**src/rtl/core/assert_macros.svh**
```systemverilog
// Assertion macros shared by the scan sequencer RTL.
// No dependencies; the checks compile away when SYNTHESIS is defined.
`ifndef ASSERT_MACROS_SVH
`define ASSERT_MACROS_SVH
`ifndef SYNTHESIS
`define RPSS_ASSERT(lbl, clk, rst_n, prop) \
    lbl: assert property (@(posedge clk) disable iff (!rst_n) prop) \
        else $error("rpss assertion failed");
`define RPSS_ASSERT_ALWAYS(lbl, clk, expr) \
    lbl: assert property (@(posedge clk) expr) \
        else $error("rpss invariant failed");
`else
`define RPSS_ASSERT(lbl, clk, rst_n, prop)
`define RPSS_ASSERT_ALWAYS(lbl, clk, expr)
`endif
`endif

```
**src/rtl/core/rpss_pkg.sv**
```systemverilog
// Shared types, codes and helpers for the resistive pad scan sequencer.
// No dependencies.
`default_nettype none
package rpss_pkg;

    typedef logic [2:0] phase_t;

    localparam phase_t PH_PRESS_A = 3'd0;
    localparam phase_t PH_PRESS_B = 3'd1;
    localparam phase_t PH_PRESS_C = 3'd2;
    localparam phase_t PH_PRESS_D = 3'd3;
    localparam phase_t PH_X       = 3'd4;
    localparam phase_t PH_Y       = 3'd5;

    typedef logic [1:0] drive_t;

    localparam drive_t DRV_PRESS_A = 2'd0;
    localparam drive_t DRV_PRESS_B = 2'd1;
    localparam drive_t DRV_X       = 2'd2;
    localparam drive_t DRV_Y       = 2'd3;

    typedef logic [1:0] cfg_idx_t;

    localparam cfg_idx_t CFG_THRESHOLD = 2'd0;
    localparam cfg_idx_t CFG_VEL_TMO   = 2'd1;
    localparam cfg_idx_t CFG_REL_DEB   = 2'd2;
    localparam cfg_idx_t CFG_FULLSCALE = 2'd3;

    typedef struct packed {
        logic [15:0] threshold;
        logic [15:0] vel_timeout;
        logic [15:0] rel_debounce;
        logic [11:0] full_scale;
    } rpss_cfg_t;

    // One kept sample handed from the sequencer to the pad bank.
    typedef struct packed {
        logic   en;
        phase_t phase;
    } rpss_step_t;

    typedef struct packed {
        logic        done;
        logic [15:0] velocity;
        logic [15:0] pressure;
        logic [11:0] x;
        logic [11:0] y;
    } rpss_rec_t;

    function automatic drive_t drive_for_phase(input phase_t ph);
        drive_t d;
        case (ph)
            PH_PRESS_C, PH_PRESS_D: d = DRV_PRESS_B;
            PH_X:                   d = DRV_X;
            PH_Y:                   d = DRV_Y;
            default:                d = DRV_PRESS_A;
        endcase
        return d;
    endfunction

endpackage
`default_nettype wire

```
**src/rtl/core/rpss_seq.sv**
```systemverilog
// Phase sequencer: discard toggle, read phase, active pad and plate reading.
// Depends on rpss_pkg.
`default_nettype none
module rpss_seq
    import rpss_pkg::*;
#(
    parameter int PAD_COUNT = 9,
    parameter int PAD_W     = 4
) (
    input  wire logic             aclk,
    input  wire logic             aresetn,
    input  wire logic             proc_fire,
    input  wire logic [11:0]      sample,
    output rpss_step_t            step,
    output logic [PAD_W-1:0]      pad_idx,
    output logic [11:0]           plate,
    output phase_t                phase_next,
    output logic [PAD_W-1:0]      pad_next
);

    logic             toggle_reg;
    phase_t           phase_reg;
    logic [PAD_W-1:0] pad_reg;
    logic [11:0]      plate_reg;
    logic             kept;

    // The toggle flips on every sample; a sample is kept when it returns to zero.
    assign kept = proc_fire && toggle_reg;

    always_comb begin
        phase_next = phase_reg;
        pad_next   = pad_reg;
        if (kept) begin
            case (phase_reg)
                PH_PRESS_A: phase_next = PH_PRESS_B;
                PH_PRESS_B: phase_next = PH_PRESS_C;
                PH_PRESS_C: phase_next = PH_PRESS_D;
                PH_PRESS_D: phase_next = PH_X;
                PH_X:       phase_next = PH_Y;
                PH_Y: begin
                    phase_next = PH_PRESS_A;
                    pad_next   = (pad_reg == PAD_W'(PAD_COUNT - 1)) ? '0 : pad_reg + 1'b1;
                end
                default:    phase_next = PH_PRESS_A;
            endcase
        end
    end

    always_ff @(posedge aclk) begin
        if (!aresetn) begin
            toggle_reg <= 1'b0;
            phase_reg  <= PH_PRESS_A;
            pad_reg    <= '0;
            plate_reg  <= '0;
        end else begin
            if (proc_fire) begin
                toggle_reg <= ~toggle_reg;
            end
            phase_reg <= phase_next;
            pad_reg   <= pad_next;
            if (kept && (phase_reg == PH_PRESS_A || phase_reg == PH_PRESS_C)) begin
                plate_reg <= sample;
            end
        end
    end

    assign step.en    = kept;
    assign step.phase = phase_reg;
    assign pad_idx    = pad_reg;
    assign plate      = plate_reg;

endmodule
`default_nettype wire

```
**src/rtl/core/rpss_pad_bank.sv**
```systemverilog
// Per-pad record bank: pressure judging, velocity and release timers, record readout.
// Depends on rpss_pkg.
`default_nettype none
module rpss_pad_bank
    import rpss_pkg::*;
#(
    parameter int PAD_COUNT = 9,
    parameter int PAD_W     = 4
) (
    input  wire logic             aclk,
    input  wire logic             aresetn,
    input  wire rpss_cfg_t        cfg,
    input  wire rpss_step_t       step,
    input  wire logic [PAD_W-1:0] pad_idx,
    input  wire logic [11:0]      plate,
    input  wire logic [11:0]      sample,
    input  wire logic [31:0]      now_ms,
    output rpss_rec_t             rec
);

    logic [15:0] vel_store_reg   [PAD_COUNT];
    logic [15:0] press_store_reg [PAD_COUNT];
    logic [11:0] x_store_reg     [PAD_COUNT];
    logic [11:0] y_store_reg     [PAD_COUNT];
    logic        vel_started_reg [PAD_COUNT];
    logic        rel_started_reg [PAD_COUNT];
    logic [31:0] vel_start_reg   [PAD_COUNT];
    logic [31:0] rel_start_reg   [PAD_COUNT];

    logic [15:0] half;
    logic [15:0] sum;
    logic        pressed;
    logic        vel_due;
    logic        rel_due;

    logic [15:0] vel_next;
    logic [15:0] press_next;
    logic [11:0] x_next;
    logic [11:0] y_next;
    logic        vel_started_next;
    logic        rel_started_next;
    logic [31:0] vel_start_next;
    logic [31:0] rel_start_next;

    // Pressure half: full scale minus the plate difference, wrapping at 16 bits.
    assign half    = {4'd0, cfg.full_scale} - {4'd0, sample} + {4'd0, plate};
    assign sum     = press_store_reg[pad_idx] + half;
    assign pressed = sum > cfg.threshold;
    assign vel_due = (now_ms - vel_start_reg[pad_idx]) >= {16'd0, cfg.vel_timeout};
    assign rel_due = (now_ms - rel_start_reg[pad_idx]) >= {16'd0, cfg.rel_debounce};

    always_comb begin
        vel_next         = vel_store_reg[pad_idx];
        press_next       = press_store_reg[pad_idx];
        x_next           = x_store_reg[pad_idx];
        y_next           = y_store_reg[pad_idx];
        vel_started_next = vel_started_reg[pad_idx];
        rel_started_next = rel_started_reg[pad_idx];
        vel_start_next   = vel_start_reg[pad_idx];
        rel_start_next   = rel_start_reg[pad_idx];
        case (step.phase)
            PH_PRESS_B: press_next = half;
            PH_PRESS_D: begin
                if (pressed) begin
                    rel_started_next = 1'b0;
                    rel_start_next   = '0;
                    press_next       = sum;
                    if (vel_store_reg[pad_idx] == '0) begin
                        if (!vel_started_reg[pad_idx]) begin
                            vel_started_next = 1'b1;
                            vel_start_next   = now_ms;
                        end else if (vel_due) begin
                            vel_next = sum;
                        end
                    end
                end else if (vel_store_reg[pad_idx] != '0) begin
                    if (!rel_started_reg[pad_idx]) begin
                        rel_started_next = 1'b1;
                        rel_start_next   = now_ms;
                    end else if (rel_due) begin
                        // Released long enough: clear the record, keep the release timer.
                        vel_started_next = 1'b0;
                        vel_start_next   = '0;
                        vel_next         = '0;
                        press_next       = '0;
                        x_next           = '0;
                        y_next           = '0;
                    end
                end
            end
            PH_X:       x_next = sample;
            PH_Y:       y_next = sample;
            default:    ;
        endcase
    end

    always_ff @(posedge aclk) begin
        if (!aresetn) begin
            for (int i = 0; i < PAD_COUNT; i++) begin
                vel_store_reg[i]   <= '0;
                press_store_reg[i] <= '0;
                x_store_reg[i]     <= '0;
                y_store_reg[i]     <= '0;
                vel_started_reg[i] <= 1'b0;
                rel_started_reg[i] <= 1'b0;
            end
        end else if (step.en) begin
            vel_store_reg[pad_idx]   <= vel_next;
            press_store_reg[pad_idx] <= press_next;
            x_store_reg[pad_idx]     <= x_next;
            y_store_reg[pad_idx]     <= y_next;
            vel_started_reg[pad_idx] <= vel_started_next;
            rel_started_reg[pad_idx] <= rel_started_next;
        end
    end

    // Start times are only read while their started bit is set.
    always_ff @(posedge aclk) begin
        if (step.en) begin
            vel_start_reg[pad_idx] <= vel_start_next;
            rel_start_reg[pad_idx] <= rel_start_next;
        end
    end

    always_comb begin
        rec = '0;
        if (step.en && step.phase == PH_Y) begin
            rec.done     = 1'b1;
            rec.velocity = vel_store_reg[pad_idx];
            rec.pressure = press_store_reg[pad_idx];
            rec.x        = x_store_reg[pad_idx];
            rec.y        = sample;
        end
    end

endmodule
`default_nettype wire

```
**src/rtl/core/resistive_pad_scan_sequencer_core.sv**
```systemverilog
// A request accepted into the input register is loaded into the result register when
// that register is empty or being taken, and the receiver takes its result from there.
// Throughput: one request per cycle while the receiver takes results; a result stall
// holds the result register, then the input register and s_ready, and each request's update is one shallow pass.
// Reset (aresetn, synchronous, active low) clears phase, toggle, pad and all pad
// records and loads the register defaults; no clearing pass is needed.
`default_nettype none
`include "assert_macros.svh"
module resistive_pad_scan_sequencer_core
    import rpss_pkg::*;
#(
    parameter int PAD_COUNT = 9
) (
    input  wire logic        aclk,
    input  wire logic        aresetn,
    input  wire logic        cfg_valid,
    output logic             cfg_ready,
    input  wire logic [1:0]  cfg_index,
    input  wire logic [15:0] cfg_data,
    input  wire logic        s_valid,
    output logic             s_ready,
    input  wire logic [11:0] s_adc_sample,
    input  wire logic [31:0] s_now_ms,
    output logic             m_valid,
    input  wire logic        m_ready,
    output logic [1:0]       m_drive_setup,
    output logic [2:0]       m_channel_slot,
    output logic [3:0]       m_mux_select,
    output logic             m_pad_done,
    output logic [3:0]       m_pad_index,
    output logic [15:0]      m_pad_velocity,
    output logic [15:0]      m_pad_pressure,
    output logic [11:0]      m_pad_x,
    output logic [11:0]      m_pad_y
);

    localparam int PAD_W = (PAD_COUNT > 1) ? $clog2(PAD_COUNT) : 1;

    rpss_cfg_t        cfg_reg;
    logic             in_vld_reg;
    logic [11:0]      in_sample_reg;
    logic [31:0]      in_now_reg;
    logic             out_vld_reg;
    drive_t           out_drive_reg;
    phase_t           out_slot_reg;
    logic [3:0]       out_mux_reg;
    logic [3:0]       out_index_reg;
    rpss_rec_t        out_rec_reg;

    logic             proc_fire;
    logic             s_accept;
    rpss_step_t       step;
    logic [PAD_W-1:0] pad_idx;
    logic [11:0]      plate;
    phase_t           phase_next;
    logic [PAD_W-1:0] pad_next;
    rpss_rec_t        rec;

    assign proc_fire = in_vld_reg && (!out_vld_reg || m_ready);
    assign s_ready   = !in_vld_reg || proc_fire;
    assign s_accept  = s_valid && s_ready;
    assign cfg_ready = 1'b1;

    always_ff @(posedge aclk) begin
        if (!aresetn) begin
            cfg_reg.threshold    <= 16'd50;
            cfg_reg.vel_timeout  <= 16'd5;
            cfg_reg.rel_debounce <= 16'd50;
            cfg_reg.full_scale   <= 12'd4095;
        end else if (cfg_valid) begin
            case (cfg_index)
                CFG_THRESHOLD: cfg_reg.threshold    <= cfg_data;
                CFG_VEL_TMO:   cfg_reg.vel_timeout  <= cfg_data;
                CFG_REL_DEB:   cfg_reg.rel_debounce <= cfg_data;
                CFG_FULLSCALE: cfg_reg.full_scale   <= cfg_data[11:0];
                default:       ;
            endcase
        end
    end

    always_ff @(posedge aclk) begin
        if (!aresetn) begin
            in_vld_reg  <= 1'b0;
            out_vld_reg <= 1'b0;
        end else begin
            if (s_accept) begin
                in_vld_reg <= 1'b1;
            end else if (proc_fire) begin
                in_vld_reg <= 1'b0;
            end
            if (proc_fire) begin
                out_vld_reg <= 1'b1;
            end else if (m_ready) begin
                out_vld_reg <= 1'b0;
            end
        end
    end

    always_ff @(posedge aclk) begin
        if (s_accept) begin
            in_sample_reg <= s_adc_sample;
            in_now_reg    <= s_now_ms;
        end
        if (proc_fire) begin
            out_drive_reg <= drive_for_phase(phase_next);
            out_slot_reg  <= phase_next;
            out_mux_reg   <= 4'(pad_next);
            out_index_reg <= rec.done ? 4'(pad_idx) : 4'd0;
            out_rec_reg   <= rec;
        end
    end

    rpss_seq #(
        .PAD_COUNT (PAD_COUNT),
        .PAD_W     (PAD_W)
    ) u_seq (
        .aclk       (aclk),
        .aresetn    (aresetn),
        .proc_fire  (proc_fire),
        .sample     (in_sample_reg),
        .step       (step),
        .pad_idx    (pad_idx),
        .plate      (plate),
        .phase_next (phase_next),
        .pad_next   (pad_next)
    );

    rpss_pad_bank #(
        .PAD_COUNT (PAD_COUNT),
        .PAD_W     (PAD_W)
    ) u_bank (
        .aclk    (aclk),
        .aresetn (aresetn),
        .cfg     (cfg_reg),
        .step    (step),
        .pad_idx (pad_idx),
        .plate   (plate),
        .sample  (in_sample_reg),
        .now_ms  (in_now_reg),
        .rec     (rec)
    );

    assign m_valid        = out_vld_reg;
    assign m_drive_setup  = out_drive_reg;
    assign m_channel_slot = out_slot_reg;
    assign m_mux_select   = out_mux_reg;
    assign m_pad_done     = out_rec_reg.done;
    assign m_pad_index    = out_index_reg;
    assign m_pad_velocity = out_rec_reg.velocity;
    assign m_pad_pressure = out_rec_reg.pressure;
    assign m_pad_x        = out_rec_reg.x;
    assign m_pad_y        = out_rec_reg.y;

    // A finished pad always leaves the sequencer at the first pressure phase.
    `RPSS_ASSERT(a_done_restarts_phase, aclk, aresetn, (m_valid && m_pad_done) |-> (m_channel_slot == PH_PRESS_A))
    // Results without a finished pad carry an empty record.
    `RPSS_ASSERT(a_idle_record_zero, aclk, aresetn, (m_valid && !m_pad_done) |-> (m_pad_index == 4'd0 && m_pad_velocity == 16'd0 && m_pad_pressure == 16'd0 && m_pad_x == 12'd0 && m_pad_y == 12'd0))
    // A buffered request that cannot move on is kept intact.
    `RPSS_ASSERT(a_input_held, aclk, aresetn, (in_vld_reg && !proc_fire) |=> (in_vld_reg && $stable(in_sample_reg) && $stable(in_now_reg)))
    // The multiplexer never selects a pad beyond the configured count.
    `RPSS_ASSERT(a_mux_in_range, aclk, aresetn, m_valid |-> (m_mux_select <= 4'(PAD_COUNT - 1)))

endmodule
`default_nettype wire

```
**config.mk**
```make
export PLATFORM = sky130hd
export DESIGN_NAME = resistive_pad_scan_sequencer_core
export DESIGN_NICKNAME = d
export VERILOG_FILES = /design/src/rtl/core/rpss_pkg.sv /design/src/rtl/core/rpss_seq.sv /design/src/rtl/core/rpss_pad_bank.sv /design/src/rtl/core/resistive_pad_scan_sequencer_core.sv
export VERILOG_INCLUDE_DIRS = /design/src /design/src/rtl/core
export SDC_FILE = /design/constraint.sdc
export NUM_CORES = 2
export LEC_CHECK = 0
export ABC_CLOCK_PERIOD_IN_PS = 21000
export BUFFER_PORTS_ARGS = -buffer_cell sky130_fd_sc_hd__buf_2
export CAP_MARGIN = 20
export CELL_PAD_IN_SITES_DETAIL_PLACEMENT = 0
export CELL_PAD_IN_SITES_GLOBAL_PLACEMENT = 1
export CORE_MARGIN = 4
export CORE_UTILIZATION = 45
export DETAILED_ROUTE_END_ITERATION = 10
export GPL_ROUTABILITY_DRIVEN = 0
export PLACE_DENSITY_LB_ADDON = 0.1
export SLEW_MARGIN = 40
export SYNTH_ARGS = -nofsm -noshare
export SYNTH_HDL_FRONTEND = slang
export SYNTH_HIERARCHICAL = 1
export SYNTH_SLANG_ARGS = --single-unit
```
**constraint.sdc**
```tcl
create_clock -name aclk -period 21 [get_ports aclk]
set_clock_uncertainty 0.2 [all_clocks]
set_input_delay 2.1 -clock aclk [delete_from_list [all_inputs] [get_ports aclk]]
set_output_delay 2.1 -clock aclk [all_outputs]
set_load 0.05 [all_outputs]
```
==> results.py <==
metrics = {
    "outcome": {
        "status": "finished clean",
    },
    "placed_design": {
        "hpwl_mm": 121.0,
        "place_ws_ns": 11.44,
        "io_buffers": 138,
    },
    "layout": {
        "fill_cells": 12260,
        "drive_gt1_frac": 0.2036,
        "layout_commonest_cell": "edfxtp_1",
        "nets": 4807,
        "areaGrowthSynthToFinish_pct": 12.64,
        "layout_common_cells": "1408 x edfxtp_1, 636 x nor2_1, 353 x mux4_2, 226 x a21oi_1, 190 x nand2_1",
    },
    "timing": {
        "slew_viol_final": 0,
        "whs_ns": 0.2593,
        "fmax_mhz": 103.5,
        "period_needed_ns": 9.664,
        "slew_headroom": 0.3862,
        "min_period_over_period": 0.4602,
        "hold_viol": 0,
        "worst_pin_slew_ns": 0.9173,
        "finalWorstSetupSlack_ns": 11.34,
        "rsz0062_at_grt": "no",
        "fin_setup_tns_ns": 0,
        "setup_viol": 0,
    },
    "hold_path": {
        "hold_class": "reg -> reg",
    },
    "die": {
        "die_y_um": 394.7,
        "num_rows": 141,
        "io_pins": 140,
        "die_x_um": 394.7,
        "core-area_sq_um": 148200,
        "start_util": 0.4540,
        "die_area_sq_um": 155800,
    },
    "worst_setup_path": {
        "crit_top_cell": "ha_1",
        "crit_type": "reg -> reg",
        "end_kind": "flop",
        "cp_data_arrival_time_ns": 9.87,
        "required_ns": 21.20,
        "cpMaxStageDelayCell": "o41ai_1",
        "cp_max_fo": 33,
        "max_stage_delay_ns": 0.66,
        "start_kind": "flop",
    },
    "clock_tree": {
        "cts_buffer_depth": 3,
        "cts_root_buf": "clkbuf_16",
        "cts.repair.resized": 0,
        "cts_tree": "done",
        "ctsHoldBuffers": 0,
        "htreeDepth": 4,
        "clock_latency_ns": 0.79,
        "cts_setup_buffers": 0,
        "cts_sinks": 1508,
        "cts_buffers": 161,
        "clk_pin_slew_ns": 0.06,
    },
    "route": {
        "drtAntennaViolNets": 0,
        "wl_mm": 197.0,
        "drt-initial-drc-count": 4289,
        "num_vias": 39900,
        "remaining_drc_errors": 0,
        "routedWlPerCell_um": 29.64,
        "detail_route.vias_per_cell": 6.002,
        "first_pass_iters": 5,
    },
    "grt": {
        "gr-total-overflow": 0,
        "grt_pass1_vias": 39460,
        "grt_use_total": 0.2503,
        "grt_max_degree": 93,
        "grt_pass1_wl_mm": 283.7,
        "antenna_found_initial": 10,
    },
    "synth": {
        "ys_async_sr_fraction": 0,
        "avgSynthCellArea_sq_um": 15.19,
        "ys_seq_area_frac": 0.6581,
        "syn_area_sq_um": 67290,
        "synth_cell_types": 98,
        "netlist_instances": 4430,
        "ys_ff_latch": 1508,
        "synth_edf_count": 1408,
        "yosysWarnings": 6,
        "synth_nets": 4654,
        "synth-main-ff-cell": "edfxtp_1",
    },
    "run": {
        "max-cap-violations": 0,
    },
    "pwr": {
        "power.density_nw_per_um2": 87.15,
        "ir_worst_vdd_mv": 0.07433,
        "total_leakage_power_nw": 25.76,
    },
}
[path summary, 6_finish.rpt]
path	startpoint	endpoint	slack, ns	cells after the start
min	u_bank/vel_started_reg[2]	u_bank/vel_started_reg[2]	0.26	2
max reg2reg	in_sample_reg[2]	u_bank/vel_start_reg[3][3]	11.34	33
min reg2reg	u_bank/vel_started_reg[2]	u_bank/vel_started_reg[2]	0.26	2
max	in_sample_reg[2]	u_bank/vel_start_reg[3][3]	11.34	33
[cell usage after synthesis (12+ instances only)]
cell / n / area (sq um)
or2_2: 17 / 106.4
clkbuf_1: 150 / 563.0
nand2_1: 199 / 747.0
edfxtp_1: 1408 / 42280
nor3_1: 32 / 160.2
nor2b_1: 51 / 319.1
a21o_1: 35 / 262.8
and3_1: 12 / 75.07
o21a_1: 20 / 150.1
xnor2_1: 44 / 385.4
buf_2: 42 / 210.2
o22ai_1: 29 / 181.4
xor2_1: 25 / 219.0
a211oi_1: 22 / 165.2
a21oi_1: 227 / 1136
inv_1: 159 / 596.8
mux4_2: 353 / 7950
o21ai_1: 14 / 70.07
nand4_1: 33 / 206.5
dfxtp_1: 100 / 2002
nand3_1: 47 / 235.2
or3_1: 12 / 75.07
o21ai_0: 97 / 485.5
ha_1: 152 / 1902
o211ai_1: 18 / 135.1
buf_1: 30 / 112.6
and2_1: 50 / 312.8
a31oi_1: 26 / 162.7
mux2i_1: 131 / 1311
nor2_1: 643 / 2414
nand2b_1: 16 / 100.1
[where the power goes]
group	switching (mW)	internal, mW	total (mW)
Sequential	0.0277	3.32	3.35
Clock	1.18	1.60	2.77
Combinational	0.328	0.156	0.484
[stage by stage]
step                        util  total power, mW  area, sq um  std cells
after floorplan                -            3.705        67290       4430
after global placement    0.4741            3.881        70250       6340
after detailed placement  0.4761            3.885        70550       6347
after CTS                 0.5106            6.656        75670       6641
after global routing      0.5113            6.834        75780       6644
final                     0.5114            6.605        75790       6648
[critical path, delay by kind of cell, from the launching register on]
kind                     cells  cell delay [ns]
XOR/XNOR                     3             0.76
AO/OA/AOI/OAI               14             3.98
buffers and inverters        2             0.86
flip-flops                   1             0.61
adder cells (fa/ha/maj)      4             1.49
AND/OR/NAND/NOR             10             1.31
[metal layers]
layer,wire (um),track usage,vias up
li1,-,-,17390
met1,91210,0.3864,20740
met2,87930,0.3735,1550
met3,14480,0.04543,218
met4,3399,0.05211,2
met5,13,0,-
[kinds of logic after synthesis]
group / Yosys count / synth area share
AOI/OAI and AO/OA: 627 / 0.06259
xor gates and xnor gates: 69 / 0.008982
adders and majority gates: 157 / 0.02975
buffers and inverters: 411 / 0.02482
DFF: 1508 / 0.6581
muxes: 490 / 0.1386
other: 1 / 0.00005573
and+or+nand+nor: 1167 / 0.07702
[layout make-up]
class | instances | area (sq um) | area share
tap | 1930 | 2415 | 0.03186
antenna | 4 | 10.01 | 0.0001321
multi-input combinational | 2511 | 21670 | 0.2859
clock buffer | 201 | 4317 | 0.05696
clock inverter | 93 | 807.0 | 0.01065
inverter | 171 | 656.9 | 0.008667
timing repair buffer | 230 | 1615 | 0.02131
sequential | 1508 | 44300 | 0.5845
Note: power is estimated with default switching activity, not from simulation.
